[src/qmul_pkg.sv]
// Shared widths, types and constants for the quaternion multiply pipeline.
package qmul_pkg;

  localparam int CompWidth    = 16;
  localparam int FracBits     = 14;
  localparam int NumComp      = 4;
  localparam int ProdWidth    = 2 * CompWidth;
  localparam int SumWidth     = ProdWidth + 2;
  localparam int ShWidth      = SumWidth - FracBits;
  localparam int InDataWidth  = ((2 * NumComp * CompWidth + 7) / 8) * 8;
  localparam int OutDataWidth = ((NumComp * CompWidth + 1 + 7) / 8) * 8;

  typedef logic signed [CompWidth-1:0] comp_t;
  typedef logic signed [ProdWidth-1:0] prod_t;
  typedef logic signed [SumWidth-1:0]  sum_t;
  typedef logic signed [ShWidth-1:0]   sh_t;

  // component order: 0 = w, 1 = x, 2 = y, 3 = z
  typedef comp_t quat_t  [NumComp];
  typedef prod_t prods_t [NumComp][NumComp];
  typedef sum_t  pairs_t [NumComp][2];
  typedef sh_t   shs_t   [NumComp];

  localparam sum_t RoundBias = sum_t'(1) <<< (FracBits - 1);

endpackage

[src/qmul_sat.sv]
// Stage 4: saturation to component width, overflow flag, output register.
module qmul_sat (
  input  logic            clk_i,
  input  logic            rst_ni,
  input  logic            valid_i,
  output logic            ready_o,
  input  qmul_pkg::shs_t  sh_i,
  output logic            valid_o,
  input  logic            ready_i,
  output qmul_pkg::quat_t prod_o,
  output logic            ovf_o
);

  localparam int TopBits = qmul_pkg::ShWidth - qmul_pkg::CompWidth + 1;
  localparam int NumTop  = qmul_pkg::NumComp;

  logic                  valid_q;
  logic                  ovf_d;
  logic                  ovf_q;
  logic [NumTop-1:0]     ovf_c;
  logic [TopBits-1:0]    top [qmul_pkg::NumComp];
  qmul_pkg::quat_t       prod_d;
  qmul_pkg::quat_t       prod_q;

  assign ready_o = !valid_q || ready_i;

  always_comb begin
    for (int c = 0; c < qmul_pkg::NumComp; c++) begin
      top[c]   = sh_i[c][qmul_pkg::ShWidth-1:qmul_pkg::CompWidth-1];
      ovf_c[c] = !((&top[c]) || !(|top[c]));
      if (ovf_c[c]) begin
        prod_d[c] = {sh_i[c][qmul_pkg::ShWidth-1],
                     {(qmul_pkg::CompWidth-1){!sh_i[c][qmul_pkg::ShWidth-1]}}};
      end else begin
        prod_d[c] = sh_i[c][qmul_pkg::CompWidth-1:0];
      end
    end
    ovf_d = |ovf_c;
  end

  always_ff @(posedge clk_i or negedge rst_ni) begin
    if (!rst_ni) begin
      valid_q <= 1'b0;
    end else if (ready_o) begin
      valid_q <= valid_i;
    end
  end

  always_ff @(posedge clk_i) begin
    if (valid_i && ready_o) begin
      prod_q <= prod_d;
      ovf_q  <= ovf_d;
    end
  end

  assign valid_o = valid_q;
  assign prod_o  = prod_q;
  assign ovf_o   = ovf_q;

endmodule

[config.mk]
export PLATFORM = sky130hd
export DESIGN_NAME = qmul_sat
export DESIGN_NICKNAME = d
export VERILOG_FILES = /design/src/qmul_pkg.sv /design/src/qmul_sat.sv
export SDC_FILE = /design/constraint.sdc
export NUM_CORES = 1
export LEC_CHECK = 0
export ABC_AREA = 1
export BUFFER_PORTS_ARGS = -buffer_cell sky130_fd_sc_hd__buf_4
export CAP_MARGIN = 10
export CORE_MARGIN = 8
export CORE_UTILIZATION = 48
export DETAILED_ROUTE_END_ITERATION = 10
export GPL_TIMING_DRIVEN = 1
export PLACE_DENSITY = 0.82
export SKIP_CTS_REPAIR_TIMING = 1
export SYNTH_ARGS = -nofsm -noshare
export SYNTH_HDL_FRONTEND = slang
export SYNTH_SLANG_ARGS = --single-unit
export TNS_END_PERCENT = 5
[constraint.sdc]
create_clock -name clk_i -period 6.2 [get_ports clk_i]
set_input_delay 0.62 -clock clk_i [delete_from_list [all_inputs] [get_ports clk_i]]
set_output_delay 0.62 -clock clk_i [all_outputs]
set_load 0.02 [all_outputs]
# Word-level counts from Yosys, hierarchy flattened

Cells that the tools add are included.

Register bits after elaboration: 66
Bits of input ports: 84

Multiplexer cells: 4
Reduce and logical (&&, ||, !) cells: 28

Operators by type and width:

| cell                | count |
|---|---|
| $mux W16            | 4 |
| $reduce_and A5 Y1   | 4 |
| $reduce_or A5 Y1    | 4 |
| $logic_not A1 Y1    | 13 |
| $logic_or A1 B1 Y1  | 5 |
| $reduce_or A4 Y1    | 1 |
| $logic_and A1 B1 Y1 | 1 |

# Logic depth before layout (Yosys ltp)

Word-level depth: 5
Gate-level depth with buffers: 7

# Worst setup path after synthesis

Ideal clock, no wire load.

Kind: input -> register
Start: in valid_i
End: reg ovf_q, in the netlist ovf_o, enable pin
Setup time: 0.510 ns
Arrival: 3.816 ns
Setup slack: 1.874 ns
Stages: 2
Buffers on the path: 0
Path through: inv_1 -> a21oi_1

Cells in the longest elaborated chain, start to end: 1

Ends and longest elaborated chain:

| what                   | RTL line       | text |
|---|---|---|
| start: declaration     | qmul_sat.sv:5  | `input logic valid_i,` |
| $logic_and A1 B1 Y1    | qmul_sat.sv:50 | `if (valid_i && ready_o) begin` |
| end signal: assignment | qmul_sat.sv:52 | `ovf_q <= ovf_d;` |
| end: declaration       | qmul_sat.sv:19 | `logic ovf_q;` |

Every way passes these cells.
A chain may end at the register's enable or synchronous reset.

# Final worst setup path

Start: in ready_i
End: out ready_o

Cells in the longest elaborated chain, start to end: 1

Ends and longest elaborated chain:

| what               | RTL line       | text |
|---|---|---|
| start: declaration | qmul_sat.sv:9  | `input logic ready_i,` |
| $logic_or A1 B1 Y1 | qmul_sat.sv:25 | `assign ready_o = !valid_q \|\| ready_i;` |
| end: declaration   | qmul_sat.sv:6  | `output logic ready_o,` |

Every way passes these cells.

==> impl_results.md <==
- Gpl congestion: 0.7156
- Status: finished, final reports clean
- VDD IR max: around 170 µV
- # Max-Cap Violations: 0
- Accumulated negative setup slack: 0 ps
- Port bufs: 150
- Critical setup path kind: in2out
- Post-synth top flop: edfxtp_1
- Seq/Total Area, Yosys: between 60 and 70%
- Crit path launch type: input pin
- Post-synth EDFFs: 65
- Area after DPL: approximately 4000 µm²
- Final instance area: 4287 µm²
- Cells after DPL: around 470
- Synth Area in Simple Gates: 25.83%
- Final Hold Fails: 0
- First DRT Iteration DRCs: 82
- Max Slew Vio Count: 0
- Slew @ Worst Pin: between 800 and 900 ps
- Skew final: 10.39 ps
- Worst path bufs/invs: 3
- Family with the most delay on the worst path: buffers and inverters
- Ranking of synthesized cells by area: edfxtp_1 (67%), nand2_1 (15%), nand2_2 (5.2%)
- Diode count: 0
- Syn_area_per_cell: 11.40 µm²
- Share of cells above drive strength 1: between 50% and 60%
- Arr. time, crit path: about 1100 ps
- Initial antenna violation count: 0
- CP required: ~5600 ps
- Post-synthesis mux area share: 0%
- Tmin final: around 1700 ps
- Clk slew on worst S/H paths: approximately 60 ps
- Hold Path Class: in2async
- I/O pin cnt: approximately 150
- Fmax: 595.3 MHz
- Synth Register Bits: 66
- Via Count: between 2000 and 2500
- Largest net degree at the start of global routing: 66
- CTS tree: yes
- Nets: slightly below 500
- Wire per inst: between 15 and 20 µm
- Total power: about 1.2 mW
- First-pass GRT wire length: 11340 µm
- Starting Density: between 40% and 50%
- Slew HR: a little under half
- RSZ-0062 raised after global routing: no
- Worst Setup Slack, final: about 4500 ps
- Fraction of registers with async set/reset: 1.515%
- Global route overflow: 0
- Dpl hpwl: a little under 6000 µm
- CTS buffer count: 9
- Vias in the first global route: between 2000 and 2500
- Die Span X: ~94 µm
- Most frequent cell after synthesis: nand2_1
- Adder-Cell Fraction of Synth Area: 0%
- Crit-path max FO: 2
- Leak: roughly 2.0 nW
- Detailed Routing Iterations Pass 1: 4
- CTS H-tree lvls: 3
- Chip height: about 94 µm
- Setup crit end kind: output pin
- Finished Layout Cells: slightly below 500
- Area Overhead vs Synth: 47.99%
- Overall routing resource usage: between 15 and 20%
- Mapped Area: approximately 2900 µm²
- Final Cycle Share: 27.10%
- DP Worst Slack: 4260 ps
- Post-synthesis compound-gate area fraction: 0.1728%
- Detailed Route WL: 7501 µm
- Synth top cells by count: nand2_1 (114), edfxtp_1 (65), nand2_2 (24), inv_1 (14), nor2_1 (8)
- Cells after Synth: between 200 and 300
- Slowest CP cell: buf_4
- Syn. warnings: 0
- Die area: about 8800 µm²
- Syn nets: between 300 and 400
- Clk_lat worst skew: roughly 330 ps
- Routed Antenna Nets: 0
- Largest family of logic cells by synthesized area: simple AND/OR/NAND/NOR gates
- DRC Markers: 0
- # clock sinks: 66
- Routed vias/inst: about 4.7
- Max stage delay on crit path: between 150 and 200 ps
- Area share of the largest cell type after synthesis: 67.39%
- Largest area contributor in the netlist: edfxtp_1
- Most frequent CP cell: buf_4
- XOR/XNOR share of the synthesized area: 0%
- Root buffer cell: clkbuf_8
- Power Density: roughly 270 nW/µm²
- Crit-path cells: buf_4 > inv_1 > nand2_1 > buf_4
- Clk buf depth: 2
- Synth unique cells: 13
- Setup violators final: 0
- Row count: 28
- Core area: approximately 5900 µm²
-- layout make-up --
type / count / area (µm²)
Clock buffer: 9 / 123.9
Sequential cell: 66 / 1977
Clock inverter: 7 / 141.4
Inverter: 14 / 52.55
Tap cell: 75 / 93.84
Timing Repair Buffer: 151 / 1134
Multi-Input combinational cell: 162 / 764.5
Fill cell: 468 / 1599
-- layout by cell type, fill, tap and decap left out, drive strengths merged --
| cell | instances |
|---|---|
| buf | 151 |
| dfrtp | 1 |
| nor2 | 12 |
| clkinvlp | 1 |
| a21oi | 1 |
| bufinv | 4 |
| clkbuf | 9 |
| clkinv | 2 |
| nand3 | 7 |
| inv | 14 |
| edfxtp | 65 |
| nand2 | 142 |
-- cell families after synthesis --
kind of cell	count (synthesis)
and+or+nand+nor	161
DFF	66
buffers and inverters	26
AOI/OAI and AO/OA	1
-- path summary, 6_finish.rpt --
check,endpoint,cells past startpoint,from,slack [ps]
worst min register to register,valid_o$_DFFE_PN0P_,2,valid_o$_DFFE_PN0P_,590
worst max-delay path,ready_o,4,ready_i,4520
worst min-delay path,valid_o$_DFFE_PN0P_,1,rst_ni,60
worst max register to register,prod_o[34]$_DFFE_PP_,2,valid_o$_DFFE_PN0P_,4570
max in group asynchronous,valid_o$_DFFE_PN0P_,1,rst_ni,6060
min in group clk_i,prod_o[31]$_DFFE_PP_,1,sh_i[39],480
-- where the power goes --
group	switching (mW)	internal [mW]	total (mW)
clock	0.163	0.308	0.471
combinational	0.0914	0.0766	0.168
sequential	0.00814	0.525	0.533
total	0.263	0.909	1.17
-- through the flow --
| stage | utilization [%] | hold WS, ps |
|---|---|---|
| after floorplan | - | 324.4 |
| after detailed placement | 68.32 | 396.4 |
| after global placement | 68.32 | 395.1 |
| final | 72.83 | 56.76 |
| after CTS | 72.83 | 36.95 |
| after global routing | 72.83 | 29.18 |
-- routing by layer --
metal	vias to the layer above	share of wire, %	track usage (%)
met5	-	0	0
met4	0	3.8	12.02
met3	23	9.3	5.915
met2	101	54	29.17
met1	1025	33	16.11
li1	1117	-	-
-- sequential cells by signal, indices dropped and copies added, names as in the netlist --
signal and flops:
ovf_o 1, prod_o 64, valid_o 1
(Power assumes the default switching activity.)
