**src/qmul_pkg.sv**
```systemverilog
// Shared widths, types and constants for the quaternion multiply pipeline.
package qmul_pkg;

  localparam int CompWidth    = 16;
  localparam int FracBits     = 14;
  localparam int NumComp      = 4;
  localparam int ProdWidth    = 2 * CompWidth;
  localparam int SumWidth     = ProdWidth + 2;
  localparam int ShWidth      = SumWidth - FracBits;
  localparam int InDataWidth  = ((2 * NumComp * CompWidth + 7) / 8) * 8;
  localparam int OutDataWidth = ((NumComp * CompWidth + 1 + 7) / 8) * 8;

  typedef logic signed [CompWidth-1:0] comp_t;
  typedef logic signed [ProdWidth-1:0] prod_t;
  typedef logic signed [SumWidth-1:0]  sum_t;
  typedef logic signed [ShWidth-1:0]   sh_t;

  // component order: 0 = w, 1 = x, 2 = y, 3 = z
  typedef comp_t quat_t  [NumComp];
  typedef prod_t prods_t [NumComp][NumComp];
  typedef sum_t  pairs_t [NumComp][2];
  typedef sh_t   shs_t   [NumComp];

  localparam sum_t RoundBias = sum_t'(1) <<< (FracBits - 1);

endpackage

```
**src/qmul_sum.sv**
```systemverilog
// Stages 2 and 3: signed pair sums, then total with rounding and fraction shift.
module qmul_sum (
  input  logic              clk_i,
  input  logic              rst_ni,
  input  logic              valid_i,
  output logic              ready_o,
  input  qmul_pkg::prods_t  prod_i,
  output logic              valid_o,
  input  logic              ready_i,
  output qmul_pkg::shs_t    sh_o
);

  logic             pair_valid_q;
  logic             pair_ready;
  logic             tot_valid_q;
  qmul_pkg::pairs_t pair_d;
  qmul_pkg::pairs_t pair_q;
  qmul_pkg::shs_t   sh_d;
  qmul_pkg::shs_t   sh_q;
  qmul_pkg::sum_t   p [qmul_pkg::NumComp][qmul_pkg::NumComp];
  qmul_pkg::sum_t   tot [qmul_pkg::NumComp];

  assign ready_o    = !pair_valid_q || pair_ready;
  assign pair_ready = !tot_valid_q || ready_i;

  always_comb begin
    for (int c = 0; c < qmul_pkg::NumComp; c++) begin
      for (int k = 0; k < qmul_pkg::NumComp; k++) begin
        p[c][k] = qmul_pkg::sum_t'(prod_i[c][k]);
      end
    end
    // scalar part subtracts the dot product; vector parts subtract only the last cross term
    pair_d[0][0] = p[0][0] - p[0][1];
    pair_d[0][1] = -p[0][2] - p[0][3];
    for (int c = 1; c < qmul_pkg::NumComp; c++) begin
      pair_d[c][0] = p[c][0] + p[c][1];
      pair_d[c][1] = p[c][2] - p[c][3];
    end
  end

  always_comb begin
    for (int c = 0; c < qmul_pkg::NumComp; c++) begin
      tot[c]  = pair_q[c][0] + pair_q[c][1] + qmul_pkg::RoundBias;
      sh_d[c] = tot[c][qmul_pkg::SumWidth-1:qmul_pkg::FracBits];
    end
  end

  always_ff @(posedge clk_i or negedge rst_ni) begin
    if (!rst_ni) begin
      pair_valid_q <= 1'b0;
      tot_valid_q  <= 1'b0;
    end else begin
      if (ready_o) begin
        pair_valid_q <= valid_i;
      end
      if (pair_ready) begin
        tot_valid_q <= pair_valid_q;
      end
    end
  end

  always_ff @(posedge clk_i) begin
    if (valid_i && ready_o) begin
      pair_q <= pair_d;
    end
    if (pair_valid_q && pair_ready) begin
      sh_q <= sh_d;
    end
  end

  assign valid_o = tot_valid_q;
  assign sh_o    = sh_q;

endmodule

```
**config.mk**
```make
export PLATFORM = sky130hd
export DESIGN_NAME = qmul_sum
export DESIGN_NICKNAME = d
export VERILOG_FILES = /design/src/qmul_pkg.sv /design/src/qmul_sum.sv
export SDC_FILE = /design/constraint.sdc
export NUM_CORES = 1
export LEC_CHECK = 0
export ABC_AREA = 0
export BUFFER_PORTS_ARGS = -buffer_cell sky130_fd_sc_hd__buf_4
export CORE_MARGIN = 4
export CORE_UTILIZATION = 52
export CTS_CLUSTER_SIZE = 24
export DETAILED_ROUTE_END_ITERATION = 8
export HOLD_SLACK_MARGIN = 0.06
export PLACE_DENSITY = 0.77
export REMOVE_ABC_BUFFERS = 1
export SETUP_SLACK_MARGIN = 0.4
export SLEW_MARGIN = 15
export SYNTH_ARGS = -nofsm -noshare
export SYNTH_HDL_FRONTEND = slang
export SYNTH_SLANG_ARGS = --single-unit
```
**constraint.sdc**
```tcl
create_clock -name clk_i -period 7.05 [get_ports clk_i]
set_clock_uncertainty 0.2 [all_clocks]
set_input_delay 1.7625 -clock clk_i [delete_from_list [all_inputs] [get_ports clk_i]]
set_output_delay 1.7625 -clock clk_i [all_outputs]
set_load 0.01 [all_outputs]
```
-- Word level (Yosys, flattened, before mapping)
Cells that the tools add are included.
- register bits: 354
- ROM bits: 0
- RAM bits: 0
- memories: 0
- output and inout port bits: 82
- bits in latches: 0
- logic and storage cells: 37
- eq/ne operators: 0
- reduce and logical (&&, ||, !) cells: 6
- $lt $le $gt $ge: 0
- bitwise operators: 0
- mux-type cells: 0
- $mul: 0
- shift operators: 0
- divide/modulo/power cells: 0
- $add $sub $neg: 17
- operators by type and width (operator ; count):
    34-bit by 15-bit adder with 34-bit output (second input constant) ; 4
    34-bit adder ; 4
    32-bit by 32-bit subtractor with 33-bit output ; 4
    32-bit by 32-bit adder with 33-bit output ; 3
    32-bit negation with 34-bit output ; 1
    34-bit by 32-bit subtractor with 34-bit output ; 1
    1-bit logical AND ; 2
    1-bit zero test ; 2
    1-bit logical OR ; 2

-- Longest topological paths before layout
Gate-level depths: netlist of the first run.
- depth after elaboration: 4
- depth in mapped cells: 14

-- Worst setup path after synthesis of the first run
No wires, ideal clock.
- kind: input-to-reg
- from: input port ready_i
- to: register pair_q[0] (netlist name), enable pin
- slack: -1.815 ns
- data required time: 6.190 ns
- path buffers: 0
- library setup time: 0.660 ns
- stages: 2
- arrival: 8.004 ns
- cell sequence: nand3b_1 > and2_1
- word-level cells in the longest chain between the ends: 3
- ends and longest elaborated chain (element ; line ; source):
    start: declaration ; qmul_sum.sv:9 ; input logic ready_i,
    1-bit logical OR ; qmul_sum.sv:24 ; assign pair_ready = !tot_valid_q || ready_i;
    1-bit logical OR ; qmul_sum.sv:23 ; assign ready_o = !pair_valid_q || pair_ready;
    1-bit logical AND ; qmul_sum.sv:63 ; if (valid_i && ready_o) begin
    end signal: assignment ; qmul_sum.sv:64 ; pair_q <= pair_d;
    end: declaration ; qmul_sum.sv:17 ; qmul_pkg::pairs_t pair_q;
No other way between the ends.
A chain may end at the register's enable or synchronous reset.

==> flow_summary_export.csv, run 1 <==
group,metric,value,unit
status,status,"finished, final reports clean",
sta,tightest_slew,0.908,ns
sta,post-route-period-util,72.3,%
cts,insertion_delay,0.56,ns
worst_setup_path,cp-start-kind,"input port",
synth,ys_async_sr_fraction,0.576,%
route,wl_per_cell,18.7,µm
synth,synth_edf_count,345,
global_routing,antenna_found_initial,22,
power_and_ir_drop,switchingPower,0.00282,W
power_and_ir_drop,seq_power_share,35.1,%
power_and_ir_drop,internal_power,0.00567,W
synth,synth-main-ff-cell,"edfxtp_1",
synth,avgSynthCellArea,10.0,µm²
worst_setup_path,worstPathArrival,5.21,ns
cts,h-tree-depth,2,
floorplan,fp.dieW,247,µm
place,routabilityCongestion,0.943,
floorplan,die_height,247,µm
power_and_ir_drop,power.share.switching,33.2,%
cts,cts-hold-fix-buffers,0,
power_and_ir_drop,comb_power_share,40.0,%
synth,synthTopCellsByArea,"edfxtp_1, ha_1, xnor2_1",
sta,max_freq,196,MHz
route,num_vias,24400,
synth,netlist_area,29700,µm²
cts,cts_setup_buffers,0,
worst_setup_path,cp_max_fo,5,
sta,hold_violations,0,
sta,relSlewSlack,38.7,%
cts,cts.repair.resized,0,
floorplan,start_util,52.6,%
synth,syn-instance-count,2961,
global_routing,grt_max_degree,157,
worst_setup_path,crit_type,"in -> reg",
floorplan,die_area,61000,µm²
place,dp.final_hpwl,68.1,mm
sta,drv_slew,0,
layout,drive_above_1_share,19.2,%
cts,clk_pin_slew_worst_paths,0.06,ns
cts,cts-root-buf,"clkbuf_16",
layout,layout_commonest_cell,"buf_4",
global_routing,grt_pass1_vias,24200,
route,wl,81.6,mm
synth,yosysWarnings,0,
route,route.detailed.drc,0,
hold_path,min_path_type,"reg -> reg",
power_and_ir_drop,power_leakage,17.4,nW
place,dpl_cell_area,35100,µm²
floorplan,ios,598,
sta,setup_violations,0,
layout,synthToLayoutAreaGrowth,22.7,%
route,drt_iter0_drc,1378,
global_routing,grt_overflow_total,0,
sta,period_needed,5.10,ns
power_and_ir_drop,peakVddDrop,0.191,mV
global_routing,grtUsageTotal,25.8,%
synth,yosys.area.top_type_share,34.9,%
sta,rsz0062_at_grt,"false",
route,ant_nets,0,
synth,seq_area_frac_synth,35.1,%
route,dr.pass1.iters,8,
place,port_buffers,597,
cts,cts_tree,"built",
synth,ys_ff_latch,347,
synth,synth.largest_area_cell,"edfxtp_1",
power_and_ir_drop,clockPowerShare,24.9,%
synth,yosysUniqueCellTypes,78,
route,vias_per_cell,5.57,
cts,numCtsBuffers,42,
power_and_ir_drop,p_per_area,233,nW/µm²
layout,design_area,36400,µm²
global_routing,grt_pass1_wl,124,mm
cts,clkSinkCount,347,
power_and_ir_drop,finalPower,0.00849,W
worst_setup_path,worstPathRequired,7.16,ns
layout,fillers,4685,
layout,layout_common_cells,"buf_4, ha_1, edfxtp_1",
flow_run,drv_cap,0,
cts,cts_buffer_depth,3,
floorplan,core_region_area,56500,µm²
worst_setup_path,end_kind,"flip-flop",
floorplan,fp-row-count,87,
layout,fin_nets,4640,
power by group through the flow:
stage	Sequential, W	Clock, W	Combinational, W
5_1_grt	0.00301	0.00225	0.00378
4_1_cts	0.00299	0.00216	0.00339
3_5_place_dp	0.00302	0	0.00336
2_1_floorplan	0.00308	0	0.00216
6_report	0.00298	0.00212	0.00339
3_3_place_gp	0.00301	0	0.00329
final timing paths:
check                              from      endpoint  slack, ns  depth (start not counted)
max                         prod_i[385]   pair_q[231]       1.95                         15
min                        pair_valid_q       valid_o       0.29                          1
max reg2reg                 pair_q[112]      sh_o[32]       3.22                         12
min reg2reg                pair_valid_q       valid_o       0.29                          1
max in group asynchronous        rst_ni       valid_o       5.79                          1
min in group asynchronous        rst_ni  pair_valid_q       0.78                          1
metrics by stage:
step / hold WS [ns] / instances / setup TNS, ns / worst slack [ns] / util, %
floorplan: 0.249 / 2932 / -480.92 / -1.81 / -
global placement: 0.262 / 4288 / 0 / 1.48 / 62.1
detailed placement: 0.271 / 4288 / 0 / 1.44 / 62.1
CTS: 0.286 / 4359 / 0 / 2.01 / 64.4
global route: 0.312 / 4364 / 0 / 1.78 / 64.4
finish: 0.288 / 4372 / 0 / 1.95 / 64.5
flip-flops by register name (all words and copies together) (netlist names):
register	flops
pair_q	265
sh_o	80
valid_o	1
pair_valid_q	1
cell type report:
class / count / area (µm²) / area share (%)
tap: 756 / 946 / 2.60
clock buffer: 48 / 1140 / 3.12
inverter: 300 / 1130 / 3.09
sequential: 347 / 10400 / 28.6
multi-input combinational: 2285 / 18000 / 49.5
timing repair buffer: 600 / 4530 / 12.4
antenna: 13 / 32.5 / 0.0893
clock inverter: 23 / 194 / 0.532
synth_stat cells, drive strengths merged, types with 47 or more instances:
| cell type | count |
|---|---|
| edfxtp | 345 |
| a21oi | 275 |
| nor2 | 162 |
| nor2b | 47 |
| nand2 | 105 |
| inv | 300 |
| nand3 | 50 |
| a21o | 164 |
| o21ai | 147 |
| xnor2 | 201 |
| ha | 540 |
| xor2 | 93 |
| o21a | 57 |
critical path, stage by stage:
cell,delay [ns]
buf_4,0.11
ha_1,0.26
inv_1,0.04
ha_1,0.20
fa_1,0.47
a21o_1,0.20
a21oi_1,0.28
o21bai_1,0.15
a41o_1,0.27
and3_1,0.23
a31oi_1,0.18
o21bai_1,0.12
a211oi_1,0.60
o21bai_1,0.18
xnor2_1,0.15
metal layers:
metal  wire [µm]  vias to the layer above  track usage, %
li1            -                    12200               -
met1       32200                    11300            30.3
met2       39600                      748            45.5
met3        7230                      146            7.75
met4        2470                       18            7.64
met5         124                        -               0
kinds of logic after synthesis:
kind of cell	Yosys count	synth area share (%)
compound gates	877	19.3
xor+xnor	294	8.67
fa+ha+maj	548	23.3
buf+inv	329	4.17
flops	347	35.1
mux	2	0.0716
simple gates	564	9.44
Note: power is estimated with default switching activity, not from simulation.
==> run 2, diff against run 1 <==
--- a/config.mk
+++ b/config.mk
@@ -8,11 +8,11 @@
 export ABC_AREA = 0
 export BUFFER_PORTS_ARGS = -buffer_cell sky130_fd_sc_hd__buf_4
 export CORE_MARGIN = 4
-export CORE_UTILIZATION = 52
+export CORE_UTILIZATION = 57
 export CTS_CLUSTER_SIZE = 24
 export DETAILED_ROUTE_END_ITERATION = 8
 export HOLD_SLACK_MARGIN = 0.06
-export PLACE_DENSITY = 0.77
+export PLACE_DENSITY = 0.8
 export REMOVE_ABC_BUFFERS = 1
 export SETUP_SLACK_MARGIN = 0.4
 export SLEW_MARGIN = 15
==> constraint.sdc (replaced) <==
create_clock -name clk_i -period 4.8 [get_ports clk_i]
set_clock_uncertainty 0.2 [all_clocks]
set_input_delay 1.2 -clock clk_i [delete_from_list [all_inputs] [get_ports clk_i]]
set_output_delay 1.2 -clock clk_i [all_outputs]
set_load 0.01 [all_outputs]
==> flow_summary_export.csv, run 2 (synthesis gave the netlist of run 1 again) <==
group,metric,value,unit
layout,top_register,"pair_q",
layout,largest_reg_flops,265,
sta,relSlewSlack,42.0,%
route,drt_iter0_drc,1890,
worst_setup_path,worstPathRequired,4.89,ns
power_and_ir_drop,power_leakage,17.6,nW
cts,clkSinkCount,347,
power_and_ir_drop,p_per_area,352,nW/µm²
hold_path,min_path_type,"in -> async",
power_and_ir_drop,finalPower,0.0129,W
place,port_buffers,597,
cts,h-tree-depth,2,
floorplan,die_area,55800,µm²
route,wl_met2,43.7,mm
place,dp.final_hpwl,73.9,mm
global_routing,grt_max_degree,61,
route,wl,88.6,mm
cts,cts_buffer_depth,3,
route,drt-met1-wl,34.8,mm
cts,cts.repair.resized,0,
layout,synthToLayoutAreaGrowth,23.1,%
global_routing,grt_overflow_total,0,
power_and_ir_drop,peakVddDrop,0.253,mV
cts,insertion_delay,0.55,ns
layout,layout_commonest_cell,"buf_4",
floorplan,start_util,57.8,%
global_routing,antenna_found_initial,21,
route,route.detailed.drc,0,
route,wl_met3,6.86,mm
sta,setup_violations,0,
global_routing,grtUsageTotal,30.4,%
sta,period_needed,4.22,ns
floorplan,fp.dieW,236,µm
floorplan,ios,598,
layout,post-route-util,71.1,%
place,routabilityCongestion,0.992,
cts,clk_pin_slew_worst_paths,0.06,ns
sta,drv_slew,0,
cts,cts_tree,"built",
layout,layout_common_cells,"buf_4, ha_1, edfxtp_1",
worst_setup_path,crit_type,"in -> reg",
layout,fin_cells,4314,
cts,cts-hold-fix-buffers,0,
route,num_vias,25400,
sta,tightest_slew,0.871,ns
cts,cts-root-buf,"clkbuf_16",
layout,fin_nets,4654,
worst_setup_path,worstPathArrival,4.31,ns
route,top_layer,"met5",
status,status,"finished, final reports clean",
sta,finalSetupTns,0,ns
flow_run,drv_cap,0,
worst_setup_path,cp-start-kind,"input port",
worst_setup_path,end_kind,"flip-flop",
worst_setup_path,r2r_slack,0.94,ns
cts,cts_setup_buffers,0,
route,ant_nets,0,
route,wl_per_cell,20.5,µm
floorplan,fp-row-count,83,
layout,fillers,3730,
worst_setup_path,cp_max_fo,3,
cts,numCtsBuffers,41,
sta,post-route-period-util,87.9,%
sta,rsz0062_at_grt,"false",
route,dr.pass1.iters,8,
place,place_inst,4227,
global_routing,grt_pass1_wl,136,mm
floorplan,die_height,236,µm
layout,drive_above_1_share,19.6,%
route,vias_per_cell,5.89,
global_routing,grt_pass1_vias,25800,
sta,hold_violations,0,
floorplan,core_region_area,51400,µm²
sta,max_freq,237,MHz
## run 2: cell count changes in the layout (fill, tap and decap cells not counted), sizes merged
cell      delta
clkbuf       -1
clkinv       +1
buf         +15
bufinv       +5
inv          +1
clkinvlp     -1
diode        -2
## run 2: path summary, 6_finish.rpt
path | depth (start not counted) | end | from
setup reg to reg | 11 | sh_o[19] | pair_q[6]
hold / removal | 1 | pair_valid_q | rst_ni
min in group clk_i | 1 | valid_o | pair_valid_q
max in group asynchronous | 1 | valid_o | rst_ni
hold reg to reg | 1 | valid_o | pair_valid_q
setup / recovery | 13 | pair_q[132] | prod_i[192]
## run 2: critical path, stage by stage
cell      delay (ns)
buf_4           0.11
ha_1            0.23
fa_1            0.40
a21o_1          0.20
a21oi_1         0.22
o21ai_1         0.12
a22oi_1         0.40
a21boi_1        0.20
a311o_1         0.39
a221o_1         0.31
a21oi_1         0.27
o21ai_1         0.11
xor2_1          0.15
## run 2: cell type report
type / count / area [µm²] / share of cell area [%]
multi-input combinational: 2285 / 18000 / 49.4
sequential: 347 / 10400 / 28.5
timing repair buffer: 615 / 4650 / 12.7
inverter: 300 / 1130 / 3.08
clock buffer: 47 / 1090 / 2.98
tap: 680 / 851 / 2.33
clock inverter: 29 / 345 / 0.945
antenna: 11 / 27.5 / 0.0753
## run 2: stage by stage
step	hold WS (ns)	worst slack, ns	cell area [µm²]
floorplan	0.249	-3.50	29600
global placement	0.267	0.138	35100
detailed placement	0.293	0.0915	35100
CTS	0.188	0.670	36500
global route	0.200	0.440	36500
finish	0.220	0.580	36600
## run 2: routing by layer
layer	vias to the layer above	GRT usage, %
met1	11900	36.2
met5	-	0
met4	22	9.94
li1	12200	-
met2	1053	54.4
met3	203	6.99
## run 2: power breakdown
group	internal [W]	switching, W	total [W]
sequential	0.00418	0.000240	0.00442
combinational	0.00234	0.00277	0.00511
clock	0.00206	0.00129	0.00335
total	0.00858	0.00430	0.0129
==> run 3, diff against run 2 <==
--- a/config.mk
+++ b/config.mk
@@ -12,6 +12,7 @@
 export CTS_CLUSTER_SIZE = 24
 export DETAILED_ROUTE_END_ITERATION = 8
 export HOLD_SLACK_MARGIN = 0.06
+export MAX_ROUTING_LAYER = met4
 export PLACE_DENSITY = 0.8
 export REMOVE_ABC_BUFFERS = 1
 export SETUP_SLACK_MARGIN = 0.4
==> flow_summary_export.csv, run 3 (synthesis gave the netlist of run 1 again) <==
group,metric,value,unit
layout,synthToLayoutAreaGrowth,23.0,%
sta,setup_violations,0,
cts,cts_tree,"built",
cts,cts_buffer_depth,3,
place,port_buffers,597,
floorplan,fp.dieW,236,µm
flow_run,drv_cap,0,
status,status,"finished, final reports clean",
cts,clk_pin_slew_worst_paths,0.06,ns
cts,h-tree-depth,2,
global_routing,grt_overflow_total,0,
layout,drive_above_1_share,19.6,%
worst_setup_path,end_kind,"flip-flop",
global_routing,antenna_found_initial,17,
place,dp.final_hpwl,75.0,mm
floorplan,ios,598,
cts,cts-root-buf,"clkbuf_16",
worst_setup_path,crit_buf_inv,3,
floorplan,core_region_area,51400,µm²
global_routing,grt_pass1_vias,26000,
worst_setup_path,slowest_stage,"fa_1",
cts,cts_setup_buffers,0,
global_routing,grt_max_degree,90,
sta,tightest_slew,0.882,ns
layout,layout_common_cells,"buf_4, ha_1, edfxtp_1",
sta,finalSetupTns,0,ns
sta,hold_violations,0,
layout,largest_reg_flops,265,
layout,fin_cells,4313,
floorplan,die_height,236,µm
route,vias_per_cell,5.91,
route,drt_iter0_drc,1869,
worst_setup_path,crit_family,"compound AO/OA/AOI/OAI gates",
route,wl,89.6,mm
place,dpl_cell_area,35000,µm²
hold_path,min_path_type,"in -> async",
power_and_ir_drop,p_per_area,353,nW/µm²
sta,period_needed,4.25,ns
floorplan,die_area,55800,µm²
worst_setup_path,cp-start-kind,"input port",
worst_setup_path,max_stage_delay,0.46,ns
route,route.detailed.drc,0,
worst_setup_path,r2r_slack,0.92,ns
cts,insertion_delay,0.56,ns
layout,top_register,"pair_q",
place,place_inst,4221,
route,num_vias,25500,
route,wl_per_cell,20.8,µm
place,dp_slack,0.0677,ns
place,routabilityCongestion,1.02,
sta,whs,0.210,ns
global_routing,grtUsageTotal,31.6,%
route,dr.pass1.iters,5,
sta,finalWorstSetupSlack,0.552,ns
route,ant_nets,0,
worst_setup_path,crit_type,"in -> reg",
worst_setup_path,cp_max_fo,3,
worst_setup_path,path_cells,"buf_4 > ha_1 > inv_1 > ha_1 > fa_1 > a21o_1 > a21oi_1 > o21bai_1 > a41o_1 > and3_1 > a31oi_1 > o21bai_1 > a211oi_1 > buf_4 > o21bai_1 > xnor2_1",
floorplan,fp-row-count,83,
worst_setup_path,worstPathArrival,4.37,ns
sta,relSlewSlack,40.4,%
global_routing,grt_pass1_wl,138,mm
layout,design_area,36500,µm²
layout,fin_nets,4648,
cts,clkSinkCount,347,
sta,drv_slew,0,
power_and_ir_drop,power_leakage,17.5,nW
cts,numCtsBuffers,41,
power_and_ir_drop,peakVddDrop,0.237,mV
layout,layout_commonest_cell,"buf_4",
worst_setup_path,worstPathRequired,4.92,ns
sta,rsz0062_at_grt,"false",
worst_setup_path,crit_top_cell,"o21bai_1",
floorplan,start_util,57.8,%
sta,max_freq,235,MHz
sta,post-route-period-util,88.5,%
==> run 3: cell count changes in the layout (fill, tap and decap cells not counted), sizes merged <==
cell,delta
clkbuf,-3
inv,+3
buf,-6
clkinv,-3
clkinvlp,+2
diode,+6
==> run 3: report_power, final <==
group | switching [W] | internal [W]
Clock | 0.00132 | 0.00202
Sequential | 0.000251 | 0.00418
Combinational | 0.00281 | 0.00233
==> run 3: layer usage <==
metal	global-route usage, %	up-vias	share of wire (%)
li1	-	12200	-
met1	36.9	12100	40
met4	11.0	0	3.8
met5	-	-	0
met2	54.6	1018	49
met3	6.44	188	7.1
==> run 3: cell type report <==
cell class                 instances  area (µm²)
antenna                           17        42.5
clock buffer                      44        1040
clock inverter                    31         394
fill                            3773       14900
inverter                         300        1130
multi-input combinational       2285       18100
sequential                       347       10400
tap                              680         851
timing repair buffer             609        4610
==> run 3: worst paths after layout <==
| kind | start | endpoint | cells past startpoint |
|---|---|---|---|
| max | prod_i[385] | pair_q[231] | 16 |
| min | rst_ni | pair_valid_q | 1 |
| max reg2reg | pair_q[74] | sh_o[32] | 12 |
| min reg2reg | pair_valid_q | valid_o | 1 |
| max in group asynchronous | rst_ni | valid_o | 1 |
| min in group clk_i | pair_valid_q | valid_o | 1 |
==> run 3: stage by stage <==
stage          utilization, %  power [W]
6_report                 71.1     0.0129
5_1_grt                  71.1     0.0136
4_1_cts                  71.0     0.0129
3_5_place_dp             68.2    0.00953
3_3_place_gp             68.2    0.00935
2_1_floorplan               -    0.00770
==> run 3: what timing repair did <==
item | in CTS | in global routing
resized for setup | 0 | 2
setup endpoints to repair | 0 | 2
hold buffers | 0 | 0
